===== config.mk =====
export PLATFORM = sky130hd
export DESIGN_NAME = sorted_deque_list_engine
export DESIGN_NICKNAME = d
export VERILOG_FILES = /design/src/rtl/core/sdl_pkg.sv /design/src/rtl/core/sdl_front.sv /design/src/rtl/core/sdl_back.sv /design/src/rtl/core/sorted_deque_list_engine.sv
export SDC_FILE = /design/constraint.sdc
export NUM_CORES = 1
export LEC_CHECK = 0
export ABC_AREA = 0
export BUFFER_PORTS_ARGS = -buffer_cell sky130_fd_sc_hd__buf_2
export CELL_PAD_IN_SITES_DETAIL_PLACEMENT = 1
export CELL_PAD_IN_SITES_GLOBAL_PLACEMENT = 1
export CORE_MARGIN = 2
export CORE_UTILIZATION = 40
export DETAILED_ROUTE_END_ITERATION = 7
export PLACE_DENSITY = 0.58
export SLEW_MARGIN = 20
export SYNTH_ARGS = -nofsm -noshare
export SYNTH_HDL_FRONTEND = slang
export SYNTH_SLANG_ARGS = --single-unit

===== constraint.sdc =====
create_clock -name clk -period 9.7 [get_ports clk]
set_input_delay 0.97 -clock clk [delete_from_list [all_inputs] [get_ports clk]]
set_output_delay 0.97 -clock clk [all_outputs]
set_load 0.005 [all_outputs]

===== src/rtl/core/sdl_pkg.sv =====
// Shared types and constants for the sorted deque list engine.
// Depends on nothing; every other file refers to it by scoped names.
`timescale 1ns / 1ps

package sdl_pkg;

  localparam int VALUE_W = 32;
  localparam int CNT_W   = 5;

  // Request codes as they arrive on the input channel
  localparam logic [2:0] FUNC_PUSH_FRONT = 3'd0;
  localparam logic [2:0] FUNC_PUSH_BACK  = 3'd1;
  localparam logic [2:0] FUNC_INSERT     = 3'd2;
  localparam logic [2:0] FUNC_POP_FRONT  = 3'd3;
  localparam logic [2:0] FUNC_POP_BACK   = 3'd4;
  localparam logic [2:0] FUNC_REMOVE     = 3'd5;
  localparam logic [2:0] FUNC_CONTAINS   = 3'd6;

  typedef enum logic [2:0] {
    OP_PUSH_FRONT,
    OP_PUSH_BACK,
    OP_INSERT,
    OP_POP_FRONT,
    OP_POP_BACK,
    OP_REMOVE,
    OP_CONTAINS,
    OP_NOP
  } op_t;

  typedef enum logic [1:0] {
    ST_OK    = 2'd0,
    ST_FULL  = 2'd1,
    ST_EMPTY = 2'd2
  } status_t;

  typedef enum logic [2:0] {
    ES_IDLE,
    ES_EXEC,
    ES_SCAN,
    ES_FETCH,
    ES_DONE
  } eng_state_t;

  typedef struct packed {
    logic [2:0]                func;
    logic signed [VALUE_W-1:0] value;
  } in_item_t;

  typedef struct packed {
    logic [1:0]                status;
    logic                      found;
    logic [CNT_W-1:0]          removed_count;
    logic signed [VALUE_W-1:0] front_value;
    logic signed [VALUE_W-1:0] back_value;
    logic [CNT_W-1:0]          entry_count;
  } out_item_t;

  typedef struct packed {
    op_t                       op;
    logic signed [VALUE_W-1:0] value;
  } cmd_t;

endpackage


===== src/rtl/core/sdl_front.sv =====
// Front end: accepts requests, decodes the request code into an operation
// and parks them in a two-entry command queue. Depends on sdl_pkg.
`timescale 1ns / 1ps

module sdl_front (
  input  logic              clk,
  input  logic              rst_n,
  input  logic              in_push,
  output logic              in_full,
  input  sdl_pkg::in_item_t in_data,
  output logic              cmd_vld,
  input  logic              cmd_rdy,
  output sdl_pkg::cmd_t     cmd
);

  sdl_pkg::cmd_t q_r [2];
  sdl_pkg::cmd_t dec_cmd;
  logic          wp_r, rp_r;
  logic [1:0]    cnt_r, cnt_nxt;
  logic          push_ok, pop_ok;

  // Classify the request
  always_comb begin
    dec_cmd.value = in_data.value;
    unique case (in_data.func)
      sdl_pkg::FUNC_PUSH_FRONT: dec_cmd.op = sdl_pkg::OP_PUSH_FRONT;
      sdl_pkg::FUNC_PUSH_BACK:  dec_cmd.op = sdl_pkg::OP_PUSH_BACK;
      sdl_pkg::FUNC_INSERT:     dec_cmd.op = sdl_pkg::OP_INSERT;
      sdl_pkg::FUNC_POP_FRONT:  dec_cmd.op = sdl_pkg::OP_POP_FRONT;
      sdl_pkg::FUNC_POP_BACK:   dec_cmd.op = sdl_pkg::OP_POP_BACK;
      sdl_pkg::FUNC_REMOVE:     dec_cmd.op = sdl_pkg::OP_REMOVE;
      sdl_pkg::FUNC_CONTAINS:   dec_cmd.op = sdl_pkg::OP_CONTAINS;
      default:                  dec_cmd.op = sdl_pkg::OP_NOP;
    endcase
  end

  assign in_full = (cnt_r == 2'd2);
  assign cmd_vld = (cnt_r != 2'd0);
  assign cmd     = q_r[rp_r];
  assign push_ok = in_push && !in_full;
  assign pop_ok  = cmd_vld && cmd_rdy;
  assign cnt_nxt = 2'(cnt_r + {1'b0, push_ok} - {1'b0, pop_ok});

  always_ff @(posedge clk) begin
    if (push_ok) begin
      q_r[wp_r] <= dec_cmd;
    end
  end

  always_ff @(posedge clk) begin
    if (!rst_n) begin
      wp_r  <= 1'b0;
      rp_r  <= 1'b0;
      cnt_r <= 2'd0;
    end else begin
      wp_r  <= wp_r ^ push_ok;
      rp_r  <= rp_r ^ pop_ok;
      cnt_r <= cnt_nxt;
    end
  end

endmodule


===== src/rtl/core/sdl_back.sv =====
// Back end: list storage in a circular memory, the operation sequencer that
// walks it, and the result register. Depends on sdl_pkg.
`timescale 1ns / 1ps

module sdl_back #(
  parameter int LIST_DEPTH = 16
) (
  input  logic               clk,
  input  logic               rst_n,
  input  logic               cmd_vld,
  output logic               cmd_rdy,
  input  sdl_pkg::cmd_t      cmd,
  output logic               out_empty,
  input  logic               out_pop,
  output sdl_pkg::out_item_t out_data
);

  localparam int AW = (LIST_DEPTH > 1) ? $clog2(LIST_DEPTH) : 1;
  localparam int CW = $clog2(LIST_DEPTH + 1);
  localparam int SW = CW + 1;
  localparam int VW = sdl_pkg::VALUE_W;

  // Map a position in the list onto a memory address
  function automatic logic [AW-1:0] phys(input logic [AW-1:0] base,
                                         input logic [CW-1:0] idx);
    logic [SW-1:0] sum;
    sum = SW'(base) + SW'(idx);
    if (sum >= SW'(LIST_DEPTH)) sum = sum - SW'(LIST_DEPTH);
    return sum[AW-1:0];
  endfunction

  logic signed [VW-1:0] mem [LIST_DEPTH];

  sdl_pkg::eng_state_t state_r, state_nxt;
  sdl_pkg::cmd_t       cmd_r, cmd_nxt;
  sdl_pkg::status_t    status_r, status_nxt;
  sdl_pkg::out_item_t  out_r, out_nxt;

  logic [AW-1:0]        head_r, head_nxt, head_inc, head_dec;
  logic [CW-1:0]        count_r, count_nxt;
  logic [CW-1:0]        iss_r, iss_nxt;
  logic [CW-1:0]        pidx_r, pidx_nxt;
  logic [CW-1:0]        wpos_r, wpos_nxt;
  logic [CW-1:0]        rm_r, rm_nxt;
  logic                 rd_vld_r, rd_vld_nxt;
  logic                 found_r, found_nxt;
  logic                 ins_r, ins_nxt;
  logic                 out_vld_r, out_vld_nxt;
  logic signed [VW-1:0] front_r, front_nxt, back_r, back_nxt, hold_r, hold_nxt;
  logic signed [VW-1:0] rd_data_r, wr_data;

  logic                 rd_en, wr_en, wr_at_head;
  logic [CW-1:0]        rd_idx, wr_idx;
  logic [AW-1:0]        rd_addr, wr_addr;
  logic                 full, empty, scan_end, slot_free, d_eq, d_lt;
  logic signed [VW-1:0] tail_val;

  assign full      = (count_r == CW'(LIST_DEPTH));
  assign empty     = (count_r == '0);
  assign scan_end  = !rd_vld_r && (iss_r == count_r);
  assign slot_free = !out_vld_r || out_pop;
  assign head_inc  = (head_r == AW'(LIST_DEPTH - 1)) ? '0 : AW'(head_r + 1'b1);
  assign head_dec  = (head_r == '0) ? AW'(LIST_DEPTH - 1) : AW'(head_r - 1'b1);
  assign d_eq      = (rd_data_r == cmd_r.value);
  assign d_lt      = ($signed(rd_data_r) < $signed(cmd_r.value));
  assign tail_val  = ins_r ? hold_r : cmd_r.value;
  assign rd_addr   = phys(head_r, rd_idx);
  assign wr_addr   = wr_at_head ? head_dec : phys(head_r, wr_idx);
  assign cmd_rdy   = (state_r == sdl_pkg::ES_IDLE);
  assign out_empty = !out_vld_r;
  assign out_data  = out_r;

  // Next state
  always_comb begin
    state_nxt = state_r;
    unique case (state_r)
      sdl_pkg::ES_IDLE: begin
        if (cmd_vld) state_nxt = sdl_pkg::ES_EXEC;
      end
      sdl_pkg::ES_EXEC: begin
        unique case (cmd_r.op) inside
          sdl_pkg::OP_INSERT: begin
            state_nxt = full ? sdl_pkg::ES_DONE : sdl_pkg::ES_SCAN;
          end
          sdl_pkg::OP_REMOVE, sdl_pkg::OP_CONTAINS: begin
            state_nxt = sdl_pkg::ES_SCAN;
          end
          sdl_pkg::OP_POP_FRONT, sdl_pkg::OP_POP_BACK: begin
            state_nxt = (count_r > CW'(1)) ? sdl_pkg::ES_FETCH : sdl_pkg::ES_DONE;
          end
          default: state_nxt = sdl_pkg::ES_DONE;
        endcase
      end
      sdl_pkg::ES_SCAN: begin
        if (scan_end) state_nxt = sdl_pkg::ES_DONE;
      end
      sdl_pkg::ES_FETCH: state_nxt = sdl_pkg::ES_DONE;
      sdl_pkg::ES_DONE: begin
        if (slot_free) state_nxt = sdl_pkg::ES_IDLE;
      end
      default: state_nxt = sdl_pkg::ES_IDLE;
    endcase
  end

  // Datapath and memory control
  always_comb begin
    cmd_nxt     = cmd_r;
    status_nxt  = status_r;
    head_nxt    = head_r;
    count_nxt   = count_r;
    iss_nxt     = iss_r;
    pidx_nxt    = pidx_r;
    wpos_nxt    = wpos_r;
    rm_nxt      = rm_r;
    rd_vld_nxt  = 1'b0;
    found_nxt   = found_r;
    ins_nxt     = ins_r;
    front_nxt   = front_r;
    back_nxt    = back_r;
    hold_nxt    = hold_r;
    out_vld_nxt = out_vld_r && !out_pop;
    out_nxt     = out_r;
    rd_en       = 1'b0;
    rd_idx      = iss_r;
    wr_en       = 1'b0;
    wr_at_head  = 1'b0;
    wr_idx      = count_r;
    wr_data     = cmd_r.value;

    unique case (state_r)
      sdl_pkg::ES_IDLE: begin
        if (cmd_vld) begin
          cmd_nxt    = cmd;
          status_nxt = sdl_pkg::ST_OK;
          found_nxt  = 1'b0;
          rm_nxt     = '0;
          iss_nxt    = '0;
          wpos_nxt   = '0;
          ins_nxt    = 1'b0;
        end
      end

      sdl_pkg::ES_EXEC: begin
        unique case (cmd_r.op) inside
          sdl_pkg::OP_PUSH_FRONT, sdl_pkg::OP_PUSH_BACK: begin
            if (full) begin
              status_nxt = sdl_pkg::ST_FULL;
            end else begin
              wr_en     = 1'b1;
              count_nxt = count_r + CW'(1);
              if (cmd_r.op == sdl_pkg::OP_PUSH_FRONT) begin
                wr_at_head = 1'b1;
                head_nxt   = head_dec;
                front_nxt  = cmd_r.value;
                if (empty) back_nxt = cmd_r.value;
              end else begin
                back_nxt = cmd_r.value;
                if (empty) front_nxt = cmd_r.value;
              end
            end
          end
          sdl_pkg::OP_INSERT: begin
            if (full) status_nxt = sdl_pkg::ST_FULL;
          end
          sdl_pkg::OP_POP_FRONT, sdl_pkg::OP_POP_BACK: begin
            if (empty) begin
              status_nxt = sdl_pkg::ST_EMPTY;
            end else begin
              count_nxt = count_r - CW'(1);
              rm_nxt    = CW'(1);
              rd_en     = (count_r > CW'(1));
              if (cmd_r.op == sdl_pkg::OP_POP_FRONT) begin
                head_nxt = head_inc;
                rd_idx   = CW'(1);
              end else begin
                rd_idx   = count_r - CW'(2);
              end
            end
          end
          default: begin
          end
        endcase
      end

      sdl_pkg::ES_SCAN: begin
        // Issue one read per cycle
        if (iss_r < count_r) begin
          rd_en      = 1'b1;
          rd_idx     = iss_r;
          iss_nxt    = iss_r + CW'(1);
          pidx_nxt   = iss_r;
          rd_vld_nxt = 1'b1;
        end
        // Handle the entry read in the previous cycle
        if (rd_vld_r) begin
          unique case (cmd_r.op) inside
            sdl_pkg::OP_CONTAINS: begin
              if (d_eq) found_nxt = 1'b1;
            end
            sdl_pkg::OP_REMOVE: begin
              if (d_eq) begin
                rm_nxt = rm_r + CW'(1);
              end else begin
                wr_en    = 1'b1;
                wr_idx   = wpos_r;
                wr_data  = rd_data_r;
                wpos_nxt = wpos_r + CW'(1);
                back_nxt = rd_data_r;
                if (wpos_r == '0) front_nxt = rd_data_r;
              end
            end
            sdl_pkg::OP_INSERT: begin
              if (ins_r) begin
                wr_en    = 1'b1;
                wr_idx   = pidx_r;
                wr_data  = hold_r;
                hold_nxt = rd_data_r;
              end else if (!d_lt) begin
                wr_en    = 1'b1;
                wr_idx   = pidx_r;
                wr_data  = cmd_r.value;
                hold_nxt = rd_data_r;
                ins_nxt  = 1'b1;
                if (pidx_r == '0) front_nxt = cmd_r.value;
              end
            end
            default: begin
            end
          endcase
        end
        // Close out the pass
        if (scan_end) begin
          if (cmd_r.op == sdl_pkg::OP_REMOVE) begin
            count_nxt = wpos_r;
          end else if (cmd_r.op == sdl_pkg::OP_INSERT) begin
            wr_en     = 1'b1;
            wr_idx    = count_r;
            wr_data   = tail_val;
            back_nxt  = tail_val;
            count_nxt = count_r + CW'(1);
            if (empty) front_nxt = cmd_r.value;
          end
        end
      end

      sdl_pkg::ES_FETCH: begin
        if (cmd_r.op == sdl_pkg::OP_POP_FRONT) front_nxt = rd_data_r;
        else                                    back_nxt  = rd_data_r;
      end

      sdl_pkg::ES_DONE: begin
        if (slot_free) begin
          out_vld_nxt           = 1'b1;
          out_nxt.status        = status_r;
          out_nxt.found         = found_r;
          out_nxt.removed_count = sdl_pkg::CNT_W'(rm_r);
          out_nxt.front_value   = empty ? '0 : front_r;
          out_nxt.back_value    = empty ? '0 : back_r;
          out_nxt.entry_count   = sdl_pkg::CNT_W'(count_r);
        end
      end

      default: begin
      end
    endcase
  end

  always_ff @(posedge clk) begin
    if (wr_en) mem[wr_addr] <= wr_data;
    if (rd_en) rd_data_r <= mem[rd_addr];
  end

  always_ff @(posedge clk) begin
    cmd_r    <= cmd_nxt;
    status_r <= status_nxt;
    iss_r    <= iss_nxt;
    pidx_r   <= pidx_nxt;
    wpos_r   <= wpos_nxt;
    rm_r     <= rm_nxt;
    found_r  <= found_nxt;
    ins_r    <= ins_nxt;
    front_r  <= front_nxt;
    back_r   <= back_nxt;
    hold_r   <= hold_nxt;
    out_r    <= out_nxt;
  end

  always_ff @(posedge clk) begin
    if (!rst_n) begin
      state_r   <= sdl_pkg::ES_IDLE;
      head_r    <= '0;
      count_r   <= '0;
      rd_vld_r  <= 1'b0;
      out_vld_r <= 1'b0;
    end else begin
      state_r   <= state_nxt;
      head_r    <= head_nxt;
      count_r   <= count_nxt;
      rd_vld_r  <= rd_vld_nxt;
      out_vld_r <= out_vld_nxt;
    end
  end

endmodule


===== src/rtl/core/sorted_deque_list_engine.sv =====
// Push, pop, unknown codes and refused requests complete without a scan; a pop that leaves
//   entries also fetches the new end; insert, remove-all and contains walk the whole list.
// The engine executes one request at a time while the front queue takes further ones; a scan
//   uses the single read port of the list memory, which it walks one entry per cycle.
// Reset (synchronous, rst_n low): list empty, queues empty; memory contents are not cleared.
// Top level of the sorted deque list engine; depends on sdl_pkg, sdl_front and sdl_back.
`timescale 1ns / 1ps

module sorted_deque_list_engine #(
  parameter int LIST_DEPTH = 16
) (
  input  logic               clk,
  input  logic               rst_n,
  input  logic               in_push,
  output logic               in_full,
  input  sdl_pkg::in_item_t  in_data,
  output logic               out_empty,
  input  logic               out_pop,
  output sdl_pkg::out_item_t out_data
);

  // Command queue between decode and execution
  sdl_pkg::cmd_t cmd;
  logic          cmd_vld;
  logic          cmd_rdy;

  // Front: take items and classify them; holds up to two decoded commands
  sdl_front u_front (
    .clk     (clk),
    .rst_n   (rst_n),
    .in_push (in_push),
    .in_full (in_full),
    .in_data (in_data),
    .cmd_vld (cmd_vld),
    .cmd_rdy (cmd_rdy),
    .cmd     (cmd)
  );

  // Back: execute one command at a time against the list memory and
  // hold the result in an output register until it is popped
  sdl_back #(
    .LIST_DEPTH (LIST_DEPTH)
  ) u_back (
    .clk       (clk),
    .rst_n     (rst_n),
    .cmd_vld   (cmd_vld),
    .cmd_rdy   (cmd_rdy),
    .cmd       (cmd),
    .out_empty (out_empty),
    .out_pop   (out_pop),
    .out_data  (out_data)
  );

`ifndef ASSERT_OFF
  // The engine is not ready again in the cycle after it takes a command
  a_busy_after_take: assert property (@(posedge clk) disable iff (!rst_n)
    cmd_vld && cmd_rdy |=> !cmd_rdy)
    else $error("engine took a command back to back");

  // A refused push or insert always reports a full list and no removals
  a_full_count: assert property (@(posedge clk) disable iff (!rst_n)
    !out_empty && out_data.status == sdl_pkg::ST_FULL |->
      out_data.entry_count == sdl_pkg::CNT_W'(LIST_DEPTH) && out_data.removed_count == '0)
    else $error("full status with wrong count");

  // A refused pop reports an empty list with zero ends
  a_empty_pop: assert property (@(posedge clk) disable iff (!rst_n)
    !out_empty && out_data.status == sdl_pkg::ST_EMPTY |->
      out_data.entry_count == '0 && out_data.front_value == '0 &&
      out_data.back_value == '0)
    else $error("empty status with nonempty view");

  // A full command queue always offers a command to the engine
  a_queue_full_busy: assert property (@(posedge clk) disable iff (!rst_n)
    in_full |-> cmd_vld)
    else $error("command queue full with no command offered");
`endif

endmodule

; ---- Yosys cells after proc, flatten, opt, wreduce, memory -nomap -nowiden
; Memories as Yosys holds them, arrays and structs flattened. A register that Yosys moved wholly into a read port is not among the register bits.
; Index checks and enable logic that the tools add are counted.
[word_totals]
ramBits = 582
memories = 2
input_bits = 39
reg_bits = 215
[mem_list]
columns = name, words, width, rd, rd_ports_with_merged_regs, write_ports, line_no
row1 = u_back.mem, 16, 32, 1, 1, 1, sdl_back.sv:32  ; logic signed [VW-1:0] mem [LIST_DEPTH];
row2 = u_front.q_r, 2, 35, 1, 1, 1, sdl_front.sv:16  ; sdl_pkg::cmd_t q_r [2];
[classes]
add_sub_neg = 14
eq_ne = 51
reduce_logical = 43
n_lt_le_gt_ge = 5
n_bitwise = 2
mux = 127
[ops]
columns = cell, count
row1 = $mux W32, 34
row2 = $pmux W32 S3, 2
row3 = $mux W5, 27
row4 = $pmux W32 S2, 2
row5 = $pmux W5 S2, 5
row6 = $mux W4, 9
row7 = $eq A32 B32 Y1, 1
row8 = $lt A32 B32 Y1, 1
row9 = $mux W1, 28
row10 = $ne A2 B1 Y1 const B, 14
row11 = $reduce_and A5 Y1, 5
row12 = $eq A3 B3 Y1 const B, 7
row13 = $pmux W3 S7, 1
row14 = $add A5 B1 Y5 const B, 4
row15 = $eq A3 B2 Y1 const B, 6
row16 = $logic_not A5 Y1, 3
row17 = $mux W3, 5
row18 = $ne A3 B2 Y1 const B, 5
row19 = $pmux W3 S5, 1
row20 = $pmux W5 S3, 1
row21 = $ne A2 B2 Y1 const B, 7
row22 = $add A4 B5 Y6, 2
row23 = $ge A6 B5 Y1 const B, 2
row24 = $reduce_and A6 Y1, 2
row25 = other kinds (34), 68

; ---- Logic depth before layout (Yosys ltp)
; Gate-level depths: netlist (run 1).
[depth]
depth_word = 13
ltp_mapped = 18
mapped_depth_nobuf = 18

; ---- By module
; A second synthesis (run 1) with hierarchy kept.
[unflattened]
hier_cells = 2577
hier_area_um2 = 37729.9
[by_module_without_submodules]
columns = mod, cells_per_inst, area_each_um2, seq_area_each_um2, instances
row1 = sdl_back, 2440, 34772.1, 23582.6, 1
row2 = sdl_front, 137, 2957.8, 2202.1, 1

; ---- Worst setup path before layout (run 1)
; OpenSTA, ideal clock, no wires.
[synth_timing]
path_type = register -> register
from = reg u_back.rd_data_r[20] (read register of u_back.mem)
to = mem u_back.mem[10][0] (netlist bit), enable pin
arrival_time_ns = 7.464
synth_period_minus_slack_ns = 7.895
setup_ns = 0.432
stages_incl_launch_ff = 17
path_slack_ns = 1.805
path_cell_list = edfxtp_1 ha_1 nand3_2 nor4_4 nor2_1 a2111oi_2 nor4_1 nor3_1 a221o_1 ha_1 a21o_1 a21oi_1 xnor2_1 nor2b_1 nand2_1 o32a_1 a21oi_1
[synth_via]
elab_chain_cells = 13
elab_cells_between_ends = 27
[synth_rtl]
columns = item, line_no
row1 = "start, declared", sdl_back.sv:50  ; logic signed [VW-1:0] rd_data_r, wr_data;
row2 = $lt A32 B32 Y1, sdl_back.sv:65  ; assign d_lt = ($signed(rd_data_r) < $signed(cmd_r.value));
row3 = $mux W5, sdl_back.sv:218  ; end else if (!d_lt) begin
row4 = $mux W5, sdl_back.sv:213  ; if (ins_r) begin
row5 = $pmux W5 S2, sdl_back.sv:196  ; unique case (cmd_r.op) inside
row6 = $mux W5, sdl_back.sv:195  ; if (rd_vld_r) begin
row7 = $mux W5, sdl_back.sv:235  ; end else if (cmd_r.op == sdl_pkg::OP_INSERT) begin
row8 = $mux W5, sdl_back.sv:233  ; if (cmd_r.op == sdl_pkg::OP_REMOVE) begin
row9 = $mux W5, sdl_back.sv:232  ; if (scan_end) begin
row10 = $mux W5, sdl_back.sv:130  ; unique case (state_r)
row11 = $add A4 B5 Y6, sdl_back.sv:27  ; sum = SW'(base) + SW'(idx);
row12 = $ge A6 B5 Y1 / $sub A4 B1 Y4 (equally long branches), sdl_back.sv:28  ; if (sum >= SW'(LIST_DEPTH)) sum = sum - SW'(LIST_DEPTH);
row13 = $mux W4, sdl_back.sv:28
row14 = $mux W4, sdl_back.sv:68  ; assign wr_addr = wr_at_head ? head_dec : phys(head_r, wr_idx);
row15 = "end, declared", sdl_back.sv:32
; Several ways; a longest one is shown, not always the timed one.

; ---- Worst setup path in the final report (run 1)
[layout_timing]
from = reg u_back.cmd_r[32] (netlist bit)
to = mem u_back.mem[0][26] (netlist bit), enable pin
[layout_via]
elab_chain_cells = 11
elab_cells_between_ends = 29
[layout_rtl]
columns = item, line_no
row1 = "start, declared", sdl_back.sv:35  ; sdl_pkg::cmd_t cmd_r, cmd_nxt;
row2 = "start signal, assigned", sdl_back.sv:274  ; cmd_r <= cmd_nxt;
row3 = $eq A3 B2 Y1 / $eq A3 B3 Y1 (equally long branches), "sdl_back.sv:235, sdl_back.sv:233"
row4 = $pmux W5 S2, sdl_back.sv:196
row5 = $mux W5, sdl_back.sv:195
row6 = $mux W5, sdl_back.sv:235
row7 = $mux W5, sdl_back.sv:233
row8 = $mux W5, sdl_back.sv:232
row9 = $mux W5, sdl_back.sv:130
row10 = $add A4 B5 Y6, sdl_back.sv:27
row11 = $ge A6 B5 Y1 / $sub A4 B1 Y4 (equally long branches), sdl_back.sv:28
row12 = $mux W4, sdl_back.sv:28
row13 = $mux W4, sdl_back.sv:68
; Several ways; a longest one is shown, not always the timed one.

==> metrics.log, run 1 <==
INFO  metric status = finished, final reports clean
INFO  metric path_type_of_the_worst_min_delay_path = flip-flop to flip-flop
INFO  metric required_time_of_the_critical_path = 10,030 ps
INFO  metric cts-resized-gates = 0
INFO  metric crit_arrival = 6680 ps
INFO  metric total_switching_power = 0.00458 W
INFO  metric stdcell_area = 43,100 sq um
INFO  metric finalHoldViolations = 0
INFO  metric worstRegToRegCells = 16
INFO  metric drt_pass1_iterations = 5
INFO  metric final.hold.worst_slack = between 400 and 500 ps
INFO  metric grt_max_degree = 90
INFO  metric tritoncts_clock_tree = done
INFO  metric layout_common_cells = 846 x sky130_fd_sc_hd__edfxtp_1, 144 x sky130_fd_sc_hd__mux4_2, 122 x sky130_fd_sc_hd__nand2_1
INFO  metric place.detailed.hpwl = 64,200 microns
INFO  metric final_worst_slack = 3350 ps
INFO  metric final_net_count = about 2,500
INFO  metric drt-initial-drc-count = 2,036
INFO  metric cap_viol_max_count = 0
INFO  metric floorplan.die_area = 96,400 sq um
INFO  metric finalClockSkew = around 22 ps
INFO  metric gpl.final_weighted_congestion = around 0.83
INFO  metric clock_power_share = 26.7%
INFO  metric crit_path_end_kind = flip-flop
INFO  metric worstHoldEndpoint = u_back.out_data[74]
INFO  metric power_report.internal_total = 0.00872 W
INFO  metric final_layout_size_suffix_gt1_share = 23.1%
INFO  metric clockBufferDepth = 3
INFO  metric timing.rr.end = u_back.mem[0][26]
INFO  metric drc_errors = 0
INFO  metric core = 93,200 sq um
INFO  metric vdd.ir_drop.worst = ~240 uV
INFO  metric post-synth-top-area-cell = sky130_fd_sc_hd__edfxtp_1
INFO  metric dpl_worst_slack = 3400 ps
INFO  metric wl_per_cell = about 29 microns
INFO  metric postRouteAntennaNets = 0
INFO  metric syn-mean-instance-area = 16.6 sq um
INFO  metric seq_area_frac_synth = 68.6%
INFO  metric numCtsBuffers = 95
INFO  metric post-cts-setup-buffer-count = 0
INFO  metric global_route_wire_length_before_repair = roughly 160,000 microns
INFO  metric p_seq_share = 39.6%
INFO  metric syn-cell-area = 37,600 sq um
INFO  metric crit_path_start_kind = flip-flop
INFO  metric clkLatencyLatePin = 680 ps
INFO  metric number_of_cells_in_the_finished_layout_apart_from_fillers = 3,748
INFO  metric pwr-share-comb = 33.7%
INFO  metric vias = 21,700
INFO  metric synthesis.instances = 2,268
INFO  metric sum_neg_setup_slack = 0 ps
INFO  metric routed_wirelength = 108,000 microns
INFO  metric post_dp_cell_area = 40,000 sq um
INFO  metric clock_pin_slew_worst_setup_and_hold_paths = 60 ps
INFO  metric synth_warnings = 0
INFO  metric cellLeakagePower = between 10 and 15 nW
INFO  metric post_synth_main_area_contributors = sky130_fd_sc_hd__edfxtp_1 68%, sky130_fd_sc_hd__mux4_2 8.6%, sky130_fd_sc_hd__mux2i_1 2.6%, sky130_fd_sc_hd__ha_1 2.0%, sky130_fd_sc_hd__o21ai_0 1.5%
INFO  metric power.switching_fraction = about a third
INFO  metric powerDensity = 309 nW/um^2
INFO  metric die_w = 310 microns
INFO  metric hold_buffers = 0
INFO  metric floorplan.initialDensity = 40.3%
INFO  metric drt-vias-per-instance = 5.79
INFO  metric synthArstFlopShare = 0%
INFO  metric crit_path_max_fanout = 37
INFO  metric portion_of_synthesized_cell_area_occupied_by_the_leading_cell_type = 67.6%
INFO  metric worst_r2r_startpoint = u_back.cmd_r[32]
INFO  metric synth-edff-count = approximately 850
INFO  metric grt.total_usage = 22.6%
INFO  metric worstHoldPathCells = 0
INFO  metric syn_to_final_growth = 14.7%
INFO  metric maxClockFrequency = ~0.16 GHz
INFO  metric io_pins = 118
INFO  metric grt_overflow_total = 0
INFO  metric number_of_standard_cell_rows_in_the_floorplan = 112
INFO  metric mostFrequentLayoutCell = sky130_fd_sc_hd__edfxtp_1
INFO  metric layout.filler_cells = 8,919
INFO  metric diodes = 0
INFO  metric via_count_of_the_first_global_routing_pass = 22,800
INFO  metric fin_crit_share = 65.5%
INFO  metric cts.sink_count = 864
INFO  metric numPlacedInstances = 3,575
INFO  metric class_of_the_most_critical_setup_path = flip-flop to flip-flop
INFO  metric drv_slew = 0
INFO  metric finalWorstPathRequiredPeriod = around 6400 ps
INFO  metric timing.hold.worst.start = u_back.found_r
INFO  metric unrepaired_setup_endpoints_after_global_routing = no
INFO  metric r2r_slack = 3350 ps
INFO  metric synth.net_count = 2,369
INFO  metric final-setup-viol-count = 0
INFO  metric timing_worst_slew_pin_value = 1120 ps
INFO  metric timing.slew.headroom = approximately 25%
INFO  metric count_of_input_and_output_buffers = 117
INFO  metric flops_latches_synth = ~860
INFO  metric clk_root_buffer_cell = sky130_fd_sc_hd__clkbuf_16
INFO  metric primary_ff_master_synth = sky130_fd_sc_hd__edfxtp_1
INFO  metric cts-htree-levels = 3
INFO  metric yosysUniqueCellTypes = 75
INFO  metric initial_antenna_violation_count = 4
INFO  metric dieHeight = 310 microns
power by group through the flow:
stage          Combinational (W)  Sequential, W  Clock [W]
2_1_floorplan            0.00291        0.00521          0
3_3_place_gp             0.00441        0.00532          0
3_5_place_dp             0.00450        0.00534          0
4_1_cts                  0.00451        0.00526    0.00364
5_1_grt                  0.00484        0.00531    0.00375
6_report                 0.00448        0.00527    0.00356
cell families after synthesis:
family | after synthesis | share of synthesized area, %
flip-flops | 864 | 68.6
multiplexers | 297 | 13.5
AND/OR/NAND/NOR | 382 | 5.00
AO/OA/AOI/OAI | 434 | 7.91
buffers and inverters | 207 | 2.31
XOR/XNOR | 22 | 0.533
adder cells (fa/ha/maj) | 62 | 2.11
how the worst max path moves through the flow:
stage                                     from                 to  slack (ps)  cells after the start
final                         u_back.cmd_r[32]  u_back.mem[0][26]        3350                     16
after global routing          u_back.cmd_r[32]  u_back.mem[1][27]        3060                     16
after CTS                     u_back.cmd_r[32]  u_back.mem[1][27]        3380                     16
after detailed placement      u_back.cmd_r[32]  u_back.mem[1][27]        3400                     16
after global placement        u_back.cmd_r[32]  u_back.mem[0][29]        3490                     16
after floorplan           u_back.rd_data_r[20]  u_back.mem[10][0]        1800                     16
sequential cells by signal (all words and copies together), names as in the netlist:
name,flops
u_back.mem,512
u_back.out_data,77
u_front.q_r,70
u_back.cmd_r,35
u_back.back_r,32
u_back.front_r,32
u_back.hold_r,32
u_back.rd_data_r,32
u_back.count_r,5
u_back.iss_r,5
u_back.pidx_r,5
u_back.rm_r,5
u_back.wpos_r,5
u_back.head_r,4
u_back.state_r,3
u_back.status_r,2
u_front.cnt_r,2
u_back.found_r,1
u_back.ins_r,1
u_back.out_vld_r,1
u_back.rd_vld_r,1
u_front.rp_r,1
u_front.wp_r,1
Yosys cell counts, types with 18 or more instances:
cell type,number
sky130_fd_sc_hd__edfxtp_1,846
sky130_fd_sc_hd__mux4_2,144
sky130_fd_sc_hd__nand2_1,123
sky130_fd_sc_hd__o21ai_0,113
sky130_fd_sc_hd__clkbuf_1,105
sky130_fd_sc_hd__mux2i_1,99
sky130_fd_sc_hd__nor2_1,92
sky130_fd_sc_hd__nor2b_1,68
sky130_fd_sc_hd__a22oi_1,67
sky130_fd_sc_hd__a21oi_1,60
sky130_fd_sc_hd__ha_1,60
sky130_fd_sc_hd__inv_1,60
sky130_fd_sc_hd__mux2_2,37
sky130_fd_sc_hd__o22ai_1,37
sky130_fd_sc_hd__a221o_1,33
sky130_fd_sc_hd__a22o_1,32
sky130_fd_sc_hd__o2bb2ai_1,32
sky130_fd_sc_hd__nand3_1,22
sky130_fd_sc_hd__dfxtp_1,18
routing by layer:
metal / vias up / track usage [%] / share of wire (%)
met5: - / 0 / 0
met4: 0 / 6.19 / 2.5
met3: 175 / 4.09 / 5.5
met2: 647 / 36.4 / 47
met1: 11500 / 31.5 / 45
li1: 9393 / - / -
area by class of cell:
class	count	area, sq um	share of cell area, %
Sequential cell	864	25800	59.8
Multi-Input combinational cell	1197	11300	26.1
Tap cell	1254	1570	3.64
Timing Repair Buffer	200	1220	2.83
Clock inverter	63	611	1.42
Clock buffer	110	2430	5.65
Inverter	60	225	0.523
critical path, cell delays in order, from the launching register on:
cell and delay [ps]:
sky130_fd_sc_hd__edfxtp_1 710, sky130_fd_sc_hd__or3b_2 980, sky130_fd_sc_hd__nand2_1 290, sky130_fd_sc_hd__nand3_1 310, sky130_fd_sc_hd__a21oi_1 340, sky130_fd_sc_hd__o31a_1 290, sky130_fd_sc_hd__nor2_1 90, sky130_fd_sc_hd__a221o_1 280
sky130_fd_sc_hd__ha_1 300, sky130_fd_sc_hd__a21o_1 170, sky130_fd_sc_hd__a21oi_1 200, sky130_fd_sc_hd__xnor2_1 170, sky130_fd_sc_hd__nor2b_1 250, sky130_fd_sc_hd__nand2_1 110, sky130_fd_sc_hd__o21bai_1 360, sky130_fd_sc_hd__a21oi_4 690
sky130_fd_sc_hd__buf_4 440
metrics by stage:
step | power, W | util, %
floorplan | 0.00812 | -
global placement | 0.00973 | 42.9
detailed placement | 0.00983 | 42.9
CTS | 0.0134 | 46.2
global route | 0.0139 | 46.2
finish | 0.0133 | 46.2
Note: power is estimated with default switching activity, not from simulation.
==> inputs of run 2 (changes only) <==
PLACE_DENSITY = 0.61   (was 0.58)
clock period = 5.75 ns   (was 9.7 ns; I/O delays follow)
==> run 2 against run 1 <==
Critical path depth up 2. Clock-buffer cell count is 4 higher. Clock power grew 73%. Final cell count is 1.1% higher. Die area unchanged. Global-route usage grew 0.11 points. Utilization up 0.89 points. Highest routed layer unchanged.
==> metrics.log, run 2 (same netlist as run 1, synthesis figures left out) <==
INFO  metric clockBufferDepth = 3 (unchanged)
INFO  metric floorplan.die_area = 96,400 sq um (unchanged)
INFO  metric largest-register = u_back.mem (unchanged)
INFO  metric drt-vias-per-instance = 5.79 (about the same)
INFO  metric place.detailed.hpwl = 67,100 microns (was 64,200 microns)
INFO  metric floorplan.initialDensity = 40.3% (unchanged)
INFO  metric finalHoldViolations = 0 (unchanged)
INFO  metric sum_neg_setup_slack = 0 ps (unchanged)
INFO  metric timing.slew.headroom = 25.3% (about the same)
INFO  metric tritoncts_clock_tree = done (unchanged)
INFO  metric numCtsBuffers = 94 (was 95)
INFO  metric clkLatencyLatePin = 690 ps (was 680 ps)
INFO  metric largest_reg_flops = 512 (unchanged)
INFO  metric worst-path-buf-inv = 1 (unchanged)
INFO  metric hold_buffers = 0 (unchanged)
INFO  metric layout_common_cells = 846 x sky130_fd_sc_hd__edfxtp_1, 144 x sky130_fd_sc_hd__mux4_2, 122 x sky130_fd_sc_hd__nand2_1 (unchanged)
INFO  metric timing.critical_path.cells = ha_1, nand4_1, nor2_1, a211oi_1, a2111oi_2, or3_4, o31a_1, nor2_1, a221o_1, ha_1, a21o_1, a21oi_1, xnor2_1, nor2b_1, nand2_1, o32a_1, a21oi_4, buf_12 (was or3b_2, nand2_1, nand3_1, a21oi_1, o31a_1, nor2_1, a221o_1, ha_1, a21o_1, a21oi_1, xnor2_1, nor2b_1, nand2_1, o21bai_1, a21oi_4, buf_4)
INFO  metric worstRegToRegCells = 18 (was 16)
INFO  metric dpl_worst_slack = 333 ps (was 3400 ps)
INFO  metric fin_crit_share = 97.2% (was 65.5%)
INFO  metric count_of_input_and_output_buffers = 117 (unchanged)
INFO  metric worst_r2r_startpoint = u_back.rd_data_r[7] (was u_back.cmd_r[32])
INFO  metric io_pins = 118 (unchanged)
INFO  metric mostFrequentLayoutCell = sky130_fd_sc_hd__edfxtp_1 (unchanged)
INFO  metric final_worst_slack = 160 ps (was 3350 ps)
INFO  metric crit_path_max_fanout = 20 (was 37)
INFO  metric via_count_of_the_first_global_routing_pass = 23,100 (was 22,800)
INFO  metric core = 93,200 sq um (unchanged)
INFO  metric cpMaxStageDelayCell = sky130_fd_sc_hd__a2111oi_2 (was sky130_fd_sc_hd__or3b_2)
INFO  metric gpl.final_weighted_congestion = 0.822 (was 0.833)
INFO  metric timing.rr.end = u_back.mem[11][22] (was u_back.mem[0][26])
INFO  metric maxClockFrequency = 0.179 GHz (was 0.157 GHz)
INFO  metric final_layout_size_suffix_gt1_share = 24.5% (was 23.1%)
INFO  metric grt_overflow_total = 0 (unchanged)
INFO  metric finalClockSkew = 23.5 ps (was 22.4 ps)
INFO  metric grt.total_usage = 22.7% (was 22.6%)
INFO  metric clk_root_buffer_cell = sky130_fd_sc_hd__clkbuf_16 (unchanged)
INFO  metric r2r_slack = 160 ps (was 3350 ps)
INFO  metric numPlacedInstances = 3,611 (was 3,575)
INFO  metric cts-htree-levels = 3 (unchanged)
INFO  metric vias = 21,900 (was 21,700)
INFO  metric crit_arrival = 5970 ps (was 6680 ps)
INFO  metric crit_path_start_kind = flip-flop (unchanged)
INFO  metric wl_per_cell = 28.6 microns (was 28.7 microns)
INFO  metric cts.sink_count = 864 (unchanged)
INFO  metric setup.worst_path.end = u_back.mem[11][22] (was u_back.mem[0][26])
INFO  metric clock_pin_slew_worst_setup_and_hold_paths = 60 ps (about the same)
INFO  metric status = finished, final reports clean (unchanged)
INFO  metric number_of_cells_in_the_finished_layout_apart_from_fillers = 3,789 (was 3,748)
INFO  metric cap_viol_max_count = 0 (unchanged)
INFO  metric unrepaired_setup_endpoints_after_global_routing = no (unchanged)
INFO  metric required_time_of_the_critical_path = 6130 ps (was 10,030 ps)
INFO  metric cellLeakagePower = 14.7 nW (was 14.3 nW)
INFO  metric critPathTopFamily = compound AO/OA/AOI/OAI gates (unchanged)
INFO  metric crit_cells = 18 (was 16)
INFO  metric powerDensity = 523 nW/um^2 (was 309 nW/um^2)
INFO  metric crit_path_end_kind = flip-flop (unchanged)
INFO  metric vdd.ir_drop.worst = 387 uV (was 237 uV)
INFO  metric path_type_of_the_worst_min_delay_path = primary input to flip-flop (was flip-flop to flip-flop)
INFO  metric number_of_standard_cell_rows_in_the_floorplan = 112 (unchanged)
INFO  metric drt-initial-drc-count = 2,082 (was 2,036)
INFO  metric initial_antenna_violation_count = 6 (was 4)
INFO  metric grt_max_degree = 76 (was 90)
INFO  metric cpPeakStageDelay = 640 ps (was 980 ps)
INFO  metric dieHeight = 310 microns (unchanged)
INFO  metric finalWorstPathRequiredPeriod = 5590 ps (was 6350 ps)
INFO  metric die_w = 310 microns (unchanged)
INFO  metric global_route_wire_length_before_repair = 159,000 microns (was 158,000 microns)
INFO  metric class_of_the_most_critical_setup_path = flip-flop to flip-flop (unchanged)
INFO  metric final_net_count = 2,554 (was 2,519)
INFO  metric routed_wirelength = 108,000 microns (about the same)
INFO  metric syn_to_final_growth = 16.9% (was 14.7%)
INFO  metric drt_pass1_iterations = 5 (unchanged)
INFO  metric postRouteAntennaNets = 0 (unchanged)
INFO  metric drc_errors = 0 (unchanged)
INFO  metric crit_start = u_back.rd_data_r[7] (was u_back.cmd_r[32])
INFO  metric drv_slew = 0 (unchanged)
INFO  metric final-setup-viol-count = 0 (unchanged)
INFO  metric timing_worst_slew_pin_value = 1120 ps (about the same)
-- run 2: worst min path at each step --
stage	startpoint	endpoint	slack, ps	cells after the start
2_1_floorplan	u_back.found_r	u_back.out_data[74]	400	0
3_3_place_gp	u_back.status_r[0]	u_back.out_data[75]	400	0
4_1_cts	in_data[13]	u_front.q_r[0][13]	30	1
5_1_grt	in_data[4]	u_front.q_r[0][4]	60	1
6_report	in_data[17]	u_front.q_r[0][17]	80	1
3_5_place_dp	u_back.status_r[0]	u_back.out_data[75]	410	0
-- run 2: repair_timing --
action                                  in CTS  in global routing
buffers inserted                             0                  0
endpoints found under the setup margin       0                  5
gates resized for setup                      0                  1
hold endpoints to repair                     0                  0
-- run 2: layout make-up --
class / instances / area, sq um
diodes: 1 / 2.50
clock buffers: 114 / 2470
clock inverters: 63 / 709
fillers: 8925 / 49300
inverters: 60 / 225
multi-input cells: 1197 / 11300
flip-flops and latches: 864 / 25800
well taps: 1254 / 1570
repair buffers: 236 / 1920
-- run 2: per-stage QoR --
step / util (%) / cell area [sq um] / hold slack [ps] / total power [W]
6_report: 47.1 / 43900 / 78.1 / 0.0230
3_3_place_gp: 43.7 / 40700 / 403 / 0.0168
3_5_place_dp: 43.7 / 40700 / 407 / 0.0169
5_1_grt: 47.1 / 43900 / 55.7 / 0.0240
4_1_cts: 47.1 / 43900 / 32.8 / 0.0231
2_1_floorplan: - / 37600 / 400 / 0.0137
-- run 2: per-layer routing --
metal / part of all wire (%) / vias to the layer above / global-route usage (%)
met4: 2.5 / 0 / 6.65
met3: 5.3 / 191 / 3.24
met2: 48 / 723 / 37.5
met5: 0 / - / 0
met1: 44 / 11600 / 31.2
li1: - / 9464 / -
-- run 2: power by group --
group	switching (W)	total [W]	internal, W
Combinational	0.00488	0.00800	0.00312
Clock	0.00259	0.00617	0.00358
Sequential	0.000472	0.00881	0.00834
Total	0.00794	0.0230	0.0150
-- run 2: worst register-to-register path, cell delays in order (launching register included) --
cell and delay (ps):
sky130_fd_sc_hd__edfxtp_1 510, sky130_fd_sc_hd__ha_1 360, sky130_fd_sc_hd__nand4_1 150, sky130_fd_sc_hd__nor2_1 310
sky130_fd_sc_hd__a211oi_1 190, sky130_fd_sc_hd__a2111oi_2 640, sky130_fd_sc_hd__or3_4 280, sky130_fd_sc_hd__o31a_1 170
sky130_fd_sc_hd__nor2_1 70, sky130_fd_sc_hd__a221o_1 310, sky130_fd_sc_hd__ha_1 310, sky130_fd_sc_hd__a21o_1 180
sky130_fd_sc_hd__a21oi_1 190, sky130_fd_sc_hd__xnor2_1 230, sky130_fd_sc_hd__nor2b_1 280, sky130_fd_sc_hd__nand2_1 110
sky130_fd_sc_hd__o32a_1 470, sky130_fd_sc_hd__a21oi_4 310, sky130_fd_sc_hd__buf_12 210
==> inputs of run 3 (changes only) <==
BUFFER_PORTS_ARGS = -buffer_cell sky130_fd_sc_hd__buf_4   (was -buffer_cell sky130_fd_sc_hd__buf_2)
==> run 3 against run 2 <==
Sequential cell count is the same. Global-route usage shrank 0.14 points. Register-to-register slack is essentially flat. Final cell count shrank 0.13%. Critical path depth shrank 1. Clock power shrank 2%. First-iteration DRC count grew 8.1%. Worst setup slack lost 5.7 ps. Maximum frequency shrank 0.10%. Largest power group unchanged.
==> metrics.log, run 3 (same netlist as run 1, synthesis figures left out) <==
INFO  metric status = finished, final reports clean (unchanged)
INFO  metric worstHoldEndpoint = u_front.q_r[1][0] (was u_front.q_r[0][17])
INFO  metric mostFrequentLayoutCell = sky130_fd_sc_hd__edfxtp_1 (unchanged)
INFO  metric syn_to_final_growth = 16.9% (about the same)
INFO  metric r2r_slack = 150 ps (was 160 ps)
INFO  metric drv_slew = 0 (unchanged)
INFO  metric count_of_input_and_output_buffers = 117 (unchanged)
INFO  metric floorplan.initialDensity = 40.3% (unchanged)
INFO  metric most_congested_layer_reported_by_global_routing = met2 (unchanged)
INFO  metric sum_neg_setup_slack = 0 ps (unchanged)
INFO  metric clockBufferDepth = 3 (unchanged)
INFO  metric number_of_standard_cell_rows_in_the_floorplan = 112 (unchanged)
INFO  metric clock_power_share = 26.5% (was 26.9%)
INFO  metric timing.hold.worst.start = in_data[0] (was in_data[17])
INFO  metric drt-vias-per-instance = 5.78 (was 5.79)
INFO  metric crit_arrival = 5930 ps (was 5970 ps)
INFO  metric final_layout_size_suffix_gt1_share = 23.8% (was 24.5%)
INFO  metric numPlacedInstances = 3,605 (was 3,611)
INFO  metric worst_r2r_startpoint = u_back.cmd_r[27] (was u_back.rd_data_r[7])
INFO  metric core = 93,200 sq um (unchanged)
INFO  metric place.detailed.hpwl = 65,900 microns (was 67,100 microns)
INFO  metric vias = 21,900 (about the same)
INFO  metric clkLatencyLatePin = 670 ps (was 690 ps)
INFO  metric p_seq_share = 38.8% (was 38.3%)
INFO  metric clk_root_buffer_cell = sky130_fd_sc_hd__clkbuf_16 (unchanged)
INFO  metric power.switching_fraction = 34.2% (was 34.5%)
INFO  metric powerDensity = 518 nW/um^2 (was 523 nW/um^2)
INFO  metric drc_errors = 0 (unchanged)
INFO  metric layout_common_cells = 846 x sky130_fd_sc_hd__edfxtp_1, 207 x sky130_fd_sc_hd__buf_4, 144 x sky130_fd_sc_hd__mux4_2 (was 846 x sky130_fd_sc_hd__edfxtp_1, 144 x sky130_fd_sc_hd__mux4_2, 122 x sky130_fd_sc_hd__nand2_1)
INFO  metric cts.sink_count = 864 (unchanged)
INFO  metric path_type_of_the_worst_min_delay_path = primary input to flip-flop (unchanged)
INFO  metric timing.rr.end = u_back.mem[8][18] (was u_back.mem[11][22])
INFO  metric numCtsBuffers = 95 (was 94)
INFO  metric final-setup-viol-count = 0 (unchanged)
INFO  metric gpl.final_weighted_congestion = 0.842 (was 0.822)
INFO  metric maxClockFrequency = 0.179 GHz (about the same)
INFO  metric finalClockSkew = 31.5 ps (was 23.5 ps)
INFO  metric wl_per_cell = 28.4 microns (was 28.6 microns)
INFO  metric io_pins = 118 (unchanged)
INFO  metric grt_max_degree = 72 (was 76)
INFO  metric initial_antenna_violation_count = 4 (was 6)
INFO  metric crit_path_start_kind = flip-flop (unchanged)
INFO  metric layout.filler_cells = 8,873 (was 8,925)
INFO  metric floorplan.die_area = 96,400 sq um (unchanged)
INFO  metric crit_path_end_kind = flip-flop (unchanged)
INFO  metric largest_reg_flops = 512 (unchanged)
INFO  metric drt-initial-drc-count = 2,251 (was 2,082)
INFO  metric worstRegToRegCells = 17 (was 18)
INFO  metric drt_pass1_iterations = 5 (unchanged)
INFO  metric cellLeakagePower = 14.7 nW (about the same)
INFO  metric hold_buffers = 0 (unchanged)
INFO  metric timing.slew.headroom = 22.4% (was 25.3%)
INFO  metric die_w = 310 microns (unchanged)
INFO  metric grt_use_met1 = 32.1% (was 31.2%)
INFO  metric finalWorstPathRequiredPeriod = 5600 ps (was 5590 ps)
INFO  metric routed_wirelength = 108,000 microns (about the same)
INFO  metric clock_pin_slew_worst_setup_and_hold_paths = 60 ps (about the same)
INFO  metric met2_usage = 35.9% (was 37.5%)
INFO  metric cts-htree-levels = 3 (unchanged)
INFO  metric number_of_cells_in_the_finished_layout_apart_from_fillers = 3,784 (was 3,789)
INFO  metric pwr-share-comb = 34.7% (was 34.8%)
INFO  metric global_route_wire_length_before_repair = 158,000 microns (was 159,000 microns)
INFO  metric timing_worst_slew_pin_value = 1160 ps (was 1120 ps)
INFO  metric final-seq-area = 25,800 sq um (unchanged)
INFO  metric largest-register = u_back.mem (unchanged)
INFO  metric tritoncts_clock_tree = done (unchanged)
INFO  metric required_time_of_the_critical_path = 6080 ps (was 6130 ps)
INFO  metric worstHoldPathCells = 1 (unchanged)
INFO  metric class_of_the_most_critical_setup_path = flip-flop to flip-flop (unchanged)
INFO  metric postRouteAntennaNets = 0 (unchanged)
INFO  metric dieHeight = 310 microns (unchanged)
INFO  metric finalHoldViolations = 0 (unchanged)
INFO  metric crit_path_max_fanout = 32 (was 20)
INFO  metric multiInputGateArea = 11,300 sq um (about the same)
INFO  metric grt.met3_usage = 3.38% (was 3.24%)
INFO  metric unrepaired_setup_endpoints_after_global_routing = no (unchanged)
INFO  metric total_switching_power = 0.00778 W (was 0.00794 W)
INFO  metric final_net_count = 2,549 (was 2,554)
INFO  metric cap_viol_max_count = 0 (unchanged)
INFO  metric grt_overflow_total = 0 (unchanged)
INFO  metric vdd.ir_drop.worst = 373 uV (was 387 uV)
INFO  metric fin_crit_share = 97.3% (was 97.2%)
INFO  metric power_report.internal_total = 0.0150 W (about the same)
INFO  metric via_count_of_the_first_global_routing_pass = 22,900 (was 23,100)
INFO  metric grt.total_usage = 22.5% (was 22.7%)
run 3: cell types whose count changed in the layout (fill, tap and decap cells not counted), sizes merged:
cell,delta
buf,-6
bufinv,-2
clkbuf,+8
clkinv,-6
diode,+1
run 3: worst max-delay path, stage by stage, from the launching register on:
cell and delay, ps:
sky130_fd_sc_hd__edfxtp_1 520, sky130_fd_sc_hd__inv_1 130, sky130_fd_sc_hd__ha_1 330, sky130_fd_sc_hd__a21oi_1 150, sky130_fd_sc_hd__o21ai_1 100, sky130_fd_sc_hd__a211oi_1 450
sky130_fd_sc_hd__o32ai_2 240, sky130_fd_sc_hd__or3_4 410, sky130_fd_sc_hd__o31a_1 290, sky130_fd_sc_hd__o21ai_0 480, sky130_fd_sc_hd__ha_1 380, sky130_fd_sc_hd__a21oi_1 210
sky130_fd_sc_hd__xnor2_1 190, sky130_fd_sc_hd__nor2b_1 280, sky130_fd_sc_hd__nand2_1 120, sky130_fd_sc_hd__o32a_1 460, sky130_fd_sc_hd__a21oi_4 250, sky130_fd_sc_hd__buf_12 260
run 3: worst max-delay path by stage:
| stage | cells past startpoint | end | slack [ps] | start |
|---|---|---|---|---|
| after floorplan | 8 | u_front.cnt_r[1] | 100 | u_back.state_r[0] |
| after global placement | 18 | u_back.mem[11][16] | 290 | u_back.rd_data_r[15] |
| after detailed placement | 18 | u_back.mem[8][16] | 130 | u_back.cmd_r[27] |
| after CTS | 18 | u_back.mem[8][7] | 80 | u_back.cmd_r[27] |
| after global routing | 17 | u_back.mem[11][7] | 20 | u_back.cmd_r[27] |
| final | 17 | u_back.mem[8][18] | 150 | u_back.cmd_r[27] |
run 3: metal layers:
metal / wire (microns) / part of all wire, %
met5: 0 / 0
met4: 2960 / 2.7
met3: 6050 / 5.6
met2: 50800 / 47
met1: 47800 / 44
run 3: per-stage QoR:
| stage | area [sq um] | setup slack (ps) | util (%) | total power (W) | hold slack (ps) |
|---|---|---|---|---|---|
| after floorplan | 37600 | 95.4 | - | 0.0137 | 400 |
| after global placement | 40800 | 287 | 43.8 | 0.0167 | 406 |
| after detailed placement | 40800 | 129 | 43.8 | 0.0169 | 415 |
| after CTS | 43900 | 77.6 | 47.1 | 0.0229 | 45.2 |
| after global routing | 43900 | 17.4 | 47.1 | 0.0238 | 55.8 |
| final | 43900 | 154 | 47.1 | 0.0227 | 92.6 |
run 3: power groups by stage:
stage,Clock (W),Sequential [W],Combinational (W)
final,0.00602,0.00883,0.00789
after global placement,0,0.00892,0.00774
after floorplan,0,0.00878,0.00492
after CTS,0.00614,0.00882,0.00795
after detailed placement,0,0.00895,0.00792
after global routing,0.00637,0.00890,0.00850
run 3: timing repair:
action / CTS / global route
setup endpoints to repair: 0 / 502
resized for setup: 0 / 4
setup buffers: 0 / 0
run 3: area by class of cell:
class / instances / area share (%)
Antenna cell: 2 / 0.0114
Clock buffer: 122 / 5.71
Clock inverter: 55 / 1.25
Inverter: 60 / 0.513
Multi-Input combinational cell: 1197 / 25.7
Sequential cell: 864 / 58.7
Tap cell: 1254 / 3.57
Timing Repair Buffer: 230 / 4.59
